[config.mk]
export PLATFORM = sky130hd
export DESIGN_NAME = lrp_front
export DESIGN_NICKNAME = d
export VERILOG_FILES = /design/src/lrp_pkg.sv /design/src/lrp_front.sv
export SDC_FILE = /design/constraint.sdc
export NUM_CORES = 1
export LEC_CHECK = 0
export ABC_AREA = 1
export BUFFER_PORTS_ARGS = -buffer_cell sky130_fd_sc_hd__clkbuf_2
export CORE_MARGIN = 2
export CORE_UTILIZATION = 56
export CTS_BUF_LIST = sky130_fd_sc_hd__clkbuf_16
export DETAILED_ROUTE_END_ITERATION = 12
export GPL_TIMING_DRIVEN = 0
export PLACE_DENSITY = 0.84
export REMOVE_ABC_BUFFERS = 1
export SETUP_SLACK_MARGIN = 0.02
export SLEW_MARGIN = 20
export SYNTH_ARGS = -nofsm -noshare
export SYNTH_HDL_FRONTEND = slang
export SYNTH_SLANG_ARGS = --single-unit
[constraint.sdc]
create_clock -name clk -period 7 [get_ports clk]
set_clock_uncertainty 0.2 [all_clocks]
set_input_delay 0.7 -clock clk [delete_from_list [all_inputs] [get_ports clk]]
set_output_delay 0.7 -clock clk [all_outputs]
set_load 0.02 [all_outputs]
[src/lrp_pkg.sv]
`default_nettype none
// ----------------------------------------------------------------------------
// lrp_pkg: shared types and constants of the LR parse engine
// Item codes, action kinds, status codes and parameter defaults.
// ----------------------------------------------------------------------------
package lrp_pkg;

	localparam int MAX_STATES_DEF      = 1024;
	localparam int MAX_SYMBOLS_DEF     = 128;
	localparam int MAX_PRODUCTIONS_DEF = 256;
	localparam int STACK_DEPTH_DEF     = 256;
	localparam int PENDING_DEPTH_DEF   = 4;
	localparam int MAX_STEPS_DEF       = 64;

	localparam logic [1:0] MODE_LOAD_ACT  = 2'd0;
	localparam logic [1:0] MODE_LOAD_PROD = 2'd1;
	localparam logic [1:0] MODE_TOKEN     = 2'd2;
	localparam logic [1:0] MODE_RESTART   = 2'd3;

	localparam logic [2:0] KIND_ACCEPT = 3'd0;
	localparam logic [2:0] KIND_ERROR  = 3'd1;
	localparam logic [2:0] KIND_SHIFT  = 3'd2;
	localparam logic [2:0] KIND_ESHIFT = 3'd3;
	localparam logic [2:0] KIND_REDUCE = 3'd4;
	localparam logic [2:0] KIND_EREDUC = 3'd5;

	localparam logic [2:0] ST_OK       = 3'd0;
	localparam logic [2:0] ST_ACCEPTED = 3'd1;
	localparam logic [2:0] ST_SYNTAX   = 3'd2;
	localparam logic [2:0] ST_INVALID  = 3'd3;
	localparam logic [2:0] ST_STACK    = 3'd4;
	localparam logic [2:0] ST_PENDING  = 3'd5;
	localparam logic [2:0] ST_STEPS    = 3'd6;
	localparam logic [2:0] ST_IGNORED  = 3'd7;

	localparam logic [6:0] MAX_REDS = 7'd64;

	typedef enum logic [1:0] {
		OP_LOAD_ACT,
		OP_LOAD_PROD,
		OP_TOKEN,
		OP_RESTART
	} op_t;

	typedef struct packed {
		op_t        op;
		logic       ld_ok;
		logic [9:0] state_index;
		logic [6:0] symbol;
		logic [2:0] action_kind;
		logic [9:0] action_target;
		logic [7:0] production_index;
		logic [6:0] production_left;
		logic [4:0] production_length;
	} item_t;

	typedef struct packed {
		logic  vld;
		item_t item;
	} q_head_t;

endpackage
`default_nettype wire

[src/lrp_front.sv]
`default_nettype none
// ----------------------------------------------------------------------------
// lrp_front: command intake
// Accepts items, classifies them and range-checks loads into a two-entry queue.
// ----------------------------------------------------------------------------
module lrp_front import lrp_pkg::*; #(
	parameter int MAX_STATES      = MAX_STATES_DEF,
	parameter int MAX_SYMBOLS     = MAX_SYMBOLS_DEF,
	parameter int MAX_PRODUCTIONS = MAX_PRODUCTIONS_DEF
) (
	input  wire logic       clk,
	input  wire logic       arst_n,
	input  wire logic       start,
	output logic            busy,
	input  wire logic [1:0] mode,
	input  wire logic [9:0] state_index,
	input  wire logic [6:0] symbol,
	input  wire logic [2:0] action_kind,
	input  wire logic [9:0] action_target,
	input  wire logic [7:0] production_index,
	input  wire logic [6:0] production_left,
	input  wire logic [4:0] production_length,
	input  wire logic       pop,
	output q_head_t         head
);

	item_t       fifo_q [2];
	logic        wptr_q, rptr_q;
	logic [1:0]  cnt_q;
	logic        push;
	item_t       cls;

	assign busy = (cnt_q == 2'd2);
	assign push = start && !busy;
	assign head.vld  = (cnt_q != 2'd0);
	assign head.item = fifo_q[rptr_q];

	always_comb begin
		cls.state_index       = state_index;
		cls.symbol            = symbol;
		cls.action_kind       = action_kind;
		cls.action_target     = action_target;
		cls.production_index  = production_index;
		cls.production_left   = production_left;
		cls.production_length = production_length;
		cls.ld_ok = 1'b0;
		case (mode)
			MODE_LOAD_ACT: begin
				cls.op = OP_LOAD_ACT;
				cls.ld_ok = (32'(state_index) < 32'(MAX_STATES)) &&
				            (32'(symbol) < 32'(MAX_SYMBOLS));
			end
			MODE_LOAD_PROD: begin
				cls.op = OP_LOAD_PROD;
				cls.ld_ok = (32'(production_index) < 32'(MAX_PRODUCTIONS));
			end
			MODE_TOKEN: cls.op = OP_TOKEN;
			default:    cls.op = OP_RESTART;
		endcase
	end

	always_ff @(posedge clk) begin
		if (push) fifo_q[wptr_q] <= cls;
	end

	always_ff @(posedge clk or negedge arst_n) begin
		if (!arst_n) begin
			wptr_q <= 1'b0;
			rptr_q <= 1'b0;
			cnt_q  <= 2'd0;
		end else begin
			if (push) wptr_q <= ~wptr_q;
			if (pop) rptr_q <= ~rptr_q;
			case ({push, pop})
				2'b10:   cnt_q <= cnt_q + 2'd1;
				2'b01:   cnt_q <= cnt_q - 2'd1;
				default: cnt_q <= cnt_q;
			endcase
		end
	end

endmodule
`default_nettype wire

==> results of run 1 <==
## through the flow
step	util (%)	cell area, sq um
global placement	65.7	4770
floorplan	-	4090
detailed placement	66.8	4850
global route	71.4	5180
CTS	71.4	5180
finish	71.4	5180
## cell usage in the layout, fill, tap and decap left out, drive strengths merged, types with 2 or more instances in the layout
master / Yosys / final
nand2: 60 / 60
edfxtp: 106 / 106
buf: 12 / 3
inv: 61 / 62
clkinv: 0 / 3
dfrtp: 4 / 4
bufinv: 0 / 2
o21ai: 54 / 54
clkbuf: 2 / 119
nand3: 2 / 2
nor2: 2 / 2
## worst max-delay path, delay by kind of cell, from the launching register on
family / cells / cell delay, ns
AND/OR/NAND/NOR: 1 / 0.08
buffers and inverters: 2 / 0.52
AO/OA/AOI/OAI: 1 / 0.10
flip-flops: 1 / 0.72
## worst paths after layout
path                               start             to  slack (ns)  cells past startpoint
worst min-delay path            cnt_q[1]       cnt_q[1]        0.28                      2
max in group asynchronous         arst_n         rptr_q        5.96                      2
worst min register to register  cnt_q[1]       cnt_q[1]        0.28                      2
worst max-delay path              rptr_q        head[8]        4.33                      4
min in group asynchronous         arst_n         wptr_q        0.50                      2
worst max register to register  cnt_q[1]  fifo_q[0][20]        5.08                      5
## state kept, by name (all words and copies together) (netlist names)
signal and flops:
fifo_q 106, rptr_q 1, wptr_q 1, cnt_q 2
## cell type report
cell class	instances	area (sq um)
fill	504	2070
sequential	110	3290
inverter	61	231
multi-input combinational	122	587
clock inverter	7	97.6
clock buffer	9	225
tap	99	124
timing repair buffer	114	628
## per-layer routing
layer | vias to the layer above | part of all wire, % | wire length, um | global-route usage, %
met3 | 10 | 5.8 | 396 | 5.26
met4 | 0 | 1.6 | 111 | 5.90
met2 | 81 | 53 | 3620 | 31.8
met5 | - | 0 | 0 | 0
li1 | 1250 | - | - | -
met1 | 1145 | 40 | 2740 | 20.2
## cell families (layout without fill, tap and decap cells)
kind of cell             count (synthesis)  count (layout)  synth area share, %
AND/OR/NAND/NOR                         65              65                 5.93
adder cells (fa/ha/maj)                  1               1                0.298
buffers and inverters                   75             191                 7.96
flip-flops                             110             110                 78.2
XOR/XNOR                                 2               2                0.417
AO/OA/AOI/OAI                           54              54                 7.16
## power by group through the flow
stage,logic [mW],registers [mW],clock network [mW]
floorplan,0.458,1.01,0
detailed placement,0.769,0.989,0
global placement,0.682,1.04,0
global route,0.833,0.993,0.565
CTS,0.771,0.976,0.541
finish,0.758,0.974,0.531
==> impl_metrics.env, run 1 <==
export IMPL_p_seq_share_pct=43.1
export IMPL_path_cells="buf_12 -> nand2_1 -> o21ai_0 -> clkbuf_2"
export IMPL_dp_hpwl_um=4670
export IMPL_synth_seq_cells=110
export IMPL_grt_antenna_before_repair=0
export IMPL_synth_top_area_cell="edfxtp_1"
export IMPL_dieArea_sq_um=8200
export IMPL_place_gp_congestion=0.690
export IMPL_dpl_worst_slack_ns=4.67
export IMPL_synth_edf_count=106
export IMPL_via_per_inst=4.76
export IMPL_wl_per_cell_um=13.2
export IMPL_initial_core_util_pct=57.9
export IMPL_arrival_ns=1.77
export IMPL_cts_tree="built"
export IMPL_rows=31
export IMPL_p_comb_share_pct=33.5
export IMPL_power_density_nw_per_um2=437
export IMPL_tightest_slew_ns=0.683
export IMPL_fmax_mhz=374
export IMPL_yosys_area_top_type_share_pct=75.8
export IMPL_layout_drive_gt1_share_pct=32.9
export IMPL_postRouteAntennaNets=0
export IMPL_setup_tns_ns=0
export IMPL_setup_violations=0
export IMPL_total_power_mw=2.26
export IMPL_worst_hold_slack_ns=0.281
export IMPL_overflow=0
export IMPL_worst_slack_ns=4.33
export IMPL_grt_pass1_wl_um=11400
export IMPL_worstPathMaxFanout=62
export IMPL_intPower_mw=1.45
export IMPL_grt_pass1_vias=2535
export IMPL_drcViolationCount=0
export IMPL_dp_cells=505
export IMPL_cts_buffers=9
export IMPL_syn_inst=307
export IMPL_cts_root_buffer="clkbuf_16"
export IMPL_clk_pin_slew_ns=0.07
export IMPL_ctsHoldBuffers=1
export IMPL_totalWireLength_um=6870
export IMPL_cts_max_level=3
export IMPL_slew_headroom_pct=54.5
export IMPL_clk_latency_ns=0.32
export IMPL_layout_cells_non_filler=522
export IMPL_dr_total_vias=2486
export IMPL_ys_types=18
export IMPL_maxSlewViolCount=0
export IMPL_fin_crit_sh_pct=38.2
export IMPL_post_cts_resized=0
export IMPL_cpPeakStageDelay_ns=0.72
export IMPL_p_leak_nw=2.24
export IMPL_cp_end_kind="primary output"
export IMPL_status="completed"
export IMPL_worstHoldPathType="register to register"
export IMPL_synth_warnings=0
export IMPL_power_frac_clock_pct=23.4
export IMPL_worstSetupPathType="register to primary output"
export IMPL_irDropWorstVdd_mv=0.406
export IMPL_grt_max_degree=63
export IMPL_io_buffers=110
export IMPL_worstSetupStartpointType="register"
export IMPL_swShare_pct=36.0
export IMPL_drv_cap=0
export IMPL_grt_setup_unrepaired="no"
export IMPL_coreArea_sq_um=7250
export IMPL_track_usage_pct=17.7
export IMPL_numClockSinks=110
export IMPL_synth_most_common_cell="edfxtp_1"
export IMPL_layout_nets=475
export IMPL_synth_avg_cell_area_sq_um=13.7
export IMPL_die_y_um=90.6
export IMPL_fin_crit_ns=2.67
export IMPL_firstDrtPassIters=4
export IMPL_cp_required_ns=6.10
export IMPL_synthTopCellsByArea="edfxtp_1, inv_1, nand2_1"
export IMPL_drt_initial_drc_count=121
export IMPL_cp_slowest_cell="dfrtp_4"
export IMPL_ys_async_sr_fraction_pct=3.64
export IMPL_ios=111
export IMPL_cts_buffer_depth=2
export IMPL_post_cts_buffers=0
export IMPL_synthToLayoutAreaGrowth_pct=23.4
export IMPL_synth_ff_type="edfxtp_1"
export IMPL_switching_power_uw=814
export IMPL_num_antenna_cells=0
export IMPL_hold_viol=0
export IMPL_synth_top_cells_by_count="edfxtp_1, inv_1, nand2_1"
export IMPL_syn_area_sq_um=4200
export IMPL_die_x_um=90.6
export IMPL_ys_seq_area_share_pct=78.2
Note: power is estimated with default switching activity, not from simulation.
==> inputs of run 2 (changes only) <==
- CORE_UTILIZATION: 56 -> 47
- PLACE_DENSITY: 0.84 -> 0.75
- clock period: 7 -> 2.3 ns (I/O delays scaled with it)
==> run 2 against run 1 <==
  * Die area grew 18%
  * Clock power increased to 2.6 times the previous value
  * Sequential power grew to 3.0 times the previous value
  * Total power rose to 3.0 times the previous value
  * Final cell count is 12% higher
  * Highest routed layer unchanged
  * Wire length increased by 10%
==> impl_metrics.env, run 2 (synthesized netlist as in run 1, its figures left out) <==
export IMPL_status="completed"
export IMPL_overflow=0
export IMPL_die_x_um=98.5
export IMPL_dieArea_sq_um=9700
export IMPL_cts_tree="built"
export IMPL_total_power_mw=6.81
export IMPL_cts_buffers=9
export IMPL_post_cts_resized=0
export IMPL_layout_cells_non_filler=585
export IMPL_grt_pass1_vias=2737
export IMPL_clk_latency_ns=0.33
export IMPL_worst_hold_slack_ns=0.0253
export IMPL_worstHoldPathType="input port to register"
export IMPL_maxSlewViolCount=0
export IMPL_slew_headroom_pct=53.7
export IMPL_firstDrtPassIters=4
export IMPL_grt_antenna_before_repair=0
export IMPL_final_cell_mix="clkbuf_2, edfxtp_1, inv_1, nand2_1, dlygate4sd3_1"
export IMPL_wl_per_cell_um=13.0
export IMPL_dp_hpwl_um=4480
export IMPL_totalWireLength_um=7580
export IMPL_startpoint="rptr_q"
export IMPL_numClockSinks=110
export IMPL_coreArea_sq_um=8680
export IMPL_io_buffers=110
export IMPL_hold_viol=0
export IMPL_worstPathMaxFanout=61
export IMPL_setup_violations=0
export IMPL_cp_end_kind="primary output"
export IMPL_cp_slowest_cell="dfrtp_4"
export IMPL_postPlaceCellArea_sq_um=4850
export IMPL_initial_core_util_pct=48.4
export IMPL_fin_area_sq_um=5690
export IMPL_cpPeakStageDelay_ns=0.63
export IMPL_layout_drive_gt1_share_pct=29.1
export IMPL_dr_total_vias=2705
export IMPL_layout_nets=529
export IMPL_grt_pass1_wl_um=12200
export IMPL_power_density_nw_per_um2=1200
export IMPL_rows=34
export IMPL_arrival_ns=1.64
export IMPL_largest_register="fifo_q"
export IMPL_dp_cells=514
export IMPL_p_leak_nw=2.46
export IMPL_reg_top3="fifo_q (106), cnt_q (2)"
export IMPL_nFillCells=638
export IMPL_num_antenna_cells=0
export IMPL_synthToLayoutAreaGrowth_pct=35.6
export IMPL_path_cells="buf_12 -> nand2_1 -> o21ai_0 -> clkbuf_2"
export IMPL_largest_register_ffs=106
export IMPL_worstSetupStartpointType="register"
export IMPL_die_y_um=98.5
export IMPL_worstSetupPathType="register to primary output"
export IMPL_postRouteAntennaNets=0
export IMPL_track_usage_pct=16.1
export IMPL_cp_required_ns=1.87
export IMPL_drcViolationCount=0
export IMPL_grt_max_degree=62
export IMPL_drt_initial_drc_count=69
export IMPL_grt_setup_unrepaired="no"
export IMPL_hp_start="start"
export IMPL_irDropWorstVdd_mv=0.981
export IMPL_reg2reg_from="cnt_q[1]"
export IMPL_fin_crit_ns=2.07
export IMPL_fmax_mhz=483
export IMPL_drv_cap=0
export IMPL_cts_root_buffer="clkbuf_16"
export IMPL_reg2reg_depth=5
export IMPL_ios=111
export IMPL_layout_commonest_cell="clkbuf_2"
export IMPL_hold_depth=3
export IMPL_place_gp_congestion=0.657
export IMPL_via_per_inst=4.62
export IMPL_fin_crit_sh_pct=90.0
export IMPL_clk_pin_slew_ns=0.07
export IMPL_tightest_slew_ns=0.694
export IMPL_cts_max_level=3
export IMPL_cts_buffer_depth=2
[run 2: critical path: cells and delay by family, from the launching register on]
family	cells	cell delay, ns
AO/OA/AOI/OAI	1	0.08
buffers and inverters	2	0.49
flip-flops	1	0.63
AND/OR/NAND/NOR	1	0.08
[run 2: layout make-up]
cell class	count	area, sq um	share of cell area, %
multi-input combinational	122	587	10.3
clock buffer	9	225	3.96
timing repair buffer	168	1180	20.7
inverter	61	231	4.07
clock inverter	7	47.5	0.835
tap	108	135	2.37
sequential	110	3290	57.7
[run 2: metal layers]
metal | GRT usage [%] | share of wire (%) | vias up | routed length (um)
met5 | 0 | 0 | - | 0
met3 | 3.76 | 4.5 | 8 | 340
li1 | - | - | 1362 | -
met1 | 19.4 | 40 | 1261 | 3060
met4 | 5.80 | 0.94 | 0 | 71
met2 | 28.4 | 54 | 74 | 4110
[run 2: path summary, 6_finish.rpt]
check	end	slack, ns
max	head[2]	0.23
min	wptr_q	0.03
max reg2reg	fifo_q[0][49]	0.43
min reg2reg	wptr_q	0.29
max in group asynchronous	rptr_q	1.70
min in group asynchronous	wptr_q	0.05
[run 2: repair_timing]
action / in CTS / in global routing
endpoints found under the hold margin: 111 / 0
hold buffers: 54 / 0
setup endpoints to repair: 0 / 30
setup buffers: 0 / 1
[run 2: through the flow]
stage | TNS (ns) | setup slack [ns] | utilization [%]
floorplan | -95.61 | -1.14 | -
global placement | -228.37 | -2.45 | 55.0
detailed placement | 0 | 0.407 | 55.9
CTS | 0 | 0.0600 | 65.3
global route | 0 | 0.0749 | 65.6
finish | 0 | 0.230 | 65.6
[run 2: power by group]
part | total, mW | switching (mW) | leakage [nW] | internal (mW)
sequential | 2.93 | 0.189 | 1.03 | 2.74
combinational | 2.48 | 1.67 | 1.29 | 0.811
clock | 1.40 | 0.663 | 0.136 | 0.739
==> inputs of run 3 (changes only) <==
- ABC_AREA: 1 -> unset
- ABC_CLOCK_PERIOD_IN_PS: unset -> 2300
- TNS_END_PERCENT: unset -> 100
==> run 3 against run 2 <==
  * Cell area rose by 1.7%
  * Synthesized cell count down 40%
  * Synthesized area up 1.9%
  * Fmax fell by 3.4%
  * Sequential power barely moved
  * Largest cell class unchanged
  * Wire length decreased by 7.4%
  * Die area rose by 1.8%
  * First-iteration DRC count is 1.4% higher
  * Non-clock buffer count up 1
  * Register-to-register slack about the same
  * Sequential cell count unchanged
  * Final cell count shrank 20%
  * Largest power group unchanged
==> impl_metrics.env, run 3 <==
export IMPL_slew_headroom_pct=74.1
export IMPL_rows=34
export IMPL_layout_drive_gt1_share_pct=51.5
export IMPL_fmax_mhz=467
export IMPL_cts_buffer_depth=2
export IMPL_die_y_um=99.4
export IMPL_drt_initial_drc_count=70
export IMPL_totalWireLength_um=7020
export IMPL_cts_max_level=3
export IMPL_worstPathMaxFanout=30
export IMPL_via_per_inst=4.72
export IMPL_multi_input_area_sq_um=880
export IMPL_dr_total_vias=2214
export IMPL_synth_top_area_cell="edfxtp_1"
export IMPL_regArea_sq_um=3290
export IMPL_synth_top_family_by_area="multiplexers"
export IMPL_p_leak_nw=2.37
export IMPL_largest_register="fifo_q"
export IMPL_initial_core_util_pct=48.8
export IMPL_syn_area_sq_um=4280
export IMPL_fin_area_sq_um=5790
export IMPL_ys_types=16
export IMPL_synth_compound_area_share_pct=0
export IMPL_track_usage_pct=14.9
export IMPL_setup_violations=0
export IMPL_worstHoldPathType="input port to asynchronous set/reset pin"
export IMPL_final_cell_mix="clkbuf_2, edfxtp_1, dlygate4sd3_1"
export IMPL_io_buffers=110
export IMPL_grt_max_degree=31
export IMPL_synthTopCellsByArea="edfxtp_1, mux2_4, buf_12"
export IMPL_final_util_pct=66.1
export IMPL_worst_slack_ns=0.156
export IMPL_num_antenna_cells=0
export IMPL_numClockSinks=110
export IMPL_synth_fa_ha_area_share_pct=0.293
export IMPL_tightest_slew_ns=0.389
export IMPL_cts_tree="built"
export IMPL_layout_nets=414
export IMPL_total_power_mw=7.06
export IMPL_cp_end_kind="primary output"
export IMPL_synth_avg_cell_area_sq_um=23.1
export IMPL_arrival_ns=1.71
export IMPL_synth_warnings=0
export IMPL_postPlaceCellArea_sq_um=4940
export IMPL_synth_most_common_cell="edfxtp_1"
export IMPL_die_x_um=99.4
export IMPL_synth_edf_count=106
export IMPL_worstSetupStartpointType="register"
export IMPL_overflow=0
export IMPL_drv_cap=0
export IMPL_reg_top3="fifo_q (106), cnt_q (2)"
export IMPL_synthSimpleGateAreaFrac_pct=0.702
export IMPL_synthMuxAreaShare_pct=18.3
export IMPL_drcViolationCount=0
export IMPL_hold_viol=0
export IMPL_syn_inst=185
export IMPL_place_gp_congestion=0.659
export IMPL_cts_root_buffer="clkbuf_16"
export IMPL_fin_crit_sh_pct=93.2
export IMPL_postRouteAntennaNets=0
export IMPL_status="completed"
export IMPL_grt_pass1_vias=2317
export IMPL_power_density_nw_per_um2=1220
export IMPL_cts_buffers=9
export IMPL_dp_hpwl_um=4360
export IMPL_yosys_area_top_type_share_pct=74.4
export IMPL_cp_required_ns=1.87
export IMPL_synthXorXnorAreaFrac_pct=1.02
export IMPL_synth_top_cells_by_count="edfxtp_1, mux2_4, buf_12"
export IMPL_clk_pin_slew_ns=0.07
export IMPL_ios=111
export IMPL_dieArea_sq_um=9880
export IMPL_post_cts_resized=0
export IMPL_dpl_worst_slack_ns=0.322
export IMPL_ys_async_sr_fraction_pct=3.64
export IMPL_ys_seq_area_share_pct=76.8
export IMPL_irDropWorstVdd_mv=0.812
export IMPL_firstDrtPassIters=4
export IMPL_grt_pass1_wl_um=11100
export IMPL_fin_crit_ns=2.14
export IMPL_nFillCells=613
export IMPL_largest_register_ffs=106
export IMPL_synth_seq_cells=110
export IMPL_grt_setup_unrepaired="no"
export IMPL_synthToLayoutAreaGrowth_pct=35.4
export IMPL_coreArea_sq_um=8760
export IMPL_setup_tns_ns=0
export IMPL_maxSlewViolCount=0
export IMPL_worstSetupPathType="register to primary output"
export IMPL_wl_per_cell_um=15.0
export IMPL_synth_ff_type="edfxtp_1"
export IMPL_clk_latency_ns=0.33
export IMPL_layout_commonest_cell="clkbuf_2"
export IMPL_grt_antenna_before_repair=0
==> run 3: critical path, cell delays in order, from the launching register on <==
cell and delay [ns]:
dfrtp_4 0.59, buf_12 0.29, mux2_4 0.33, clkbuf_2 0.16
==> run 3: worst paths after layout <==
kind / start / endpoint / slack (ns) / cells past startpoint
max reg2reg: cnt_q[0] / fifo_q[0][8] / 0.42 / 5
max: rptr_q / head[18] / 0.16 / 3
min reg2reg: cnt_q[1] / cnt_q[1] / 0.30 / 1
max in group asynchronous: arst_n / rptr_q / 1.69 / 2
min: arst_n / cnt_q[1] / 0.06 / 2
min in group clk: start / wptr_q / 0.07 / 3
==> run 3: kinds of logic (layout without fill, tap and decap cells) <==
| logic type | Yosys count | in the layout |
|---|---|---|
| flops | 110 | 110 |
| mux | 53 | 53 |
| buf+inv | 10 | 186 |
| simple gates | 6 | 6 |
| xor+xnor | 5 | 5 |
| fa+ha+maj | 1 | 1 |
==> run 3: area by class of cell <==
cell class | count | share of cell area, %
clock inverter | 6 | 1.19
timing repair buffer | 169 | 20.5
sequential | 110 | 56.8
multi-input combinational | 65 | 15.2
inverter | 2 | 0.130
clock buffer | 9 | 3.89
tap | 108 | 2.33
==> run 3: through the flow <==
step	hold WS (ns)	cells
2_1_floorplan	-0.266	177
3_3_place_gp	-0.161	395
3_5_place_dp	-0.157	399
4_1_cts	0.0149	469
5_1_grt	0.0602	469
6_report	0.0562	469
==> run 3: metal layers <==
metal  GRT usage, %  share of wire, %
met2           26.0                53
met4           6.11              0.95
met5              0                 0
met1           17.5                41
met3           3.87               4.8
==> run 3: what timing repair did <==
action	CTS	global route
endpoints found under the setup margin	30	0
setup buffers	1	0
endpoints found under the hold margin	111	0
hold buffers	54	0
==> run 3: power breakdown <==
part | total [mW] | internal, mW | switching [mW]
Clock | 1.52 | 0.848 | 0.670
Combinational | 2.61 | 1.23 | 1.38
Sequential | 2.93 | 2.74 | 0.189
Total | 7.06 | 4.82 | 2.24
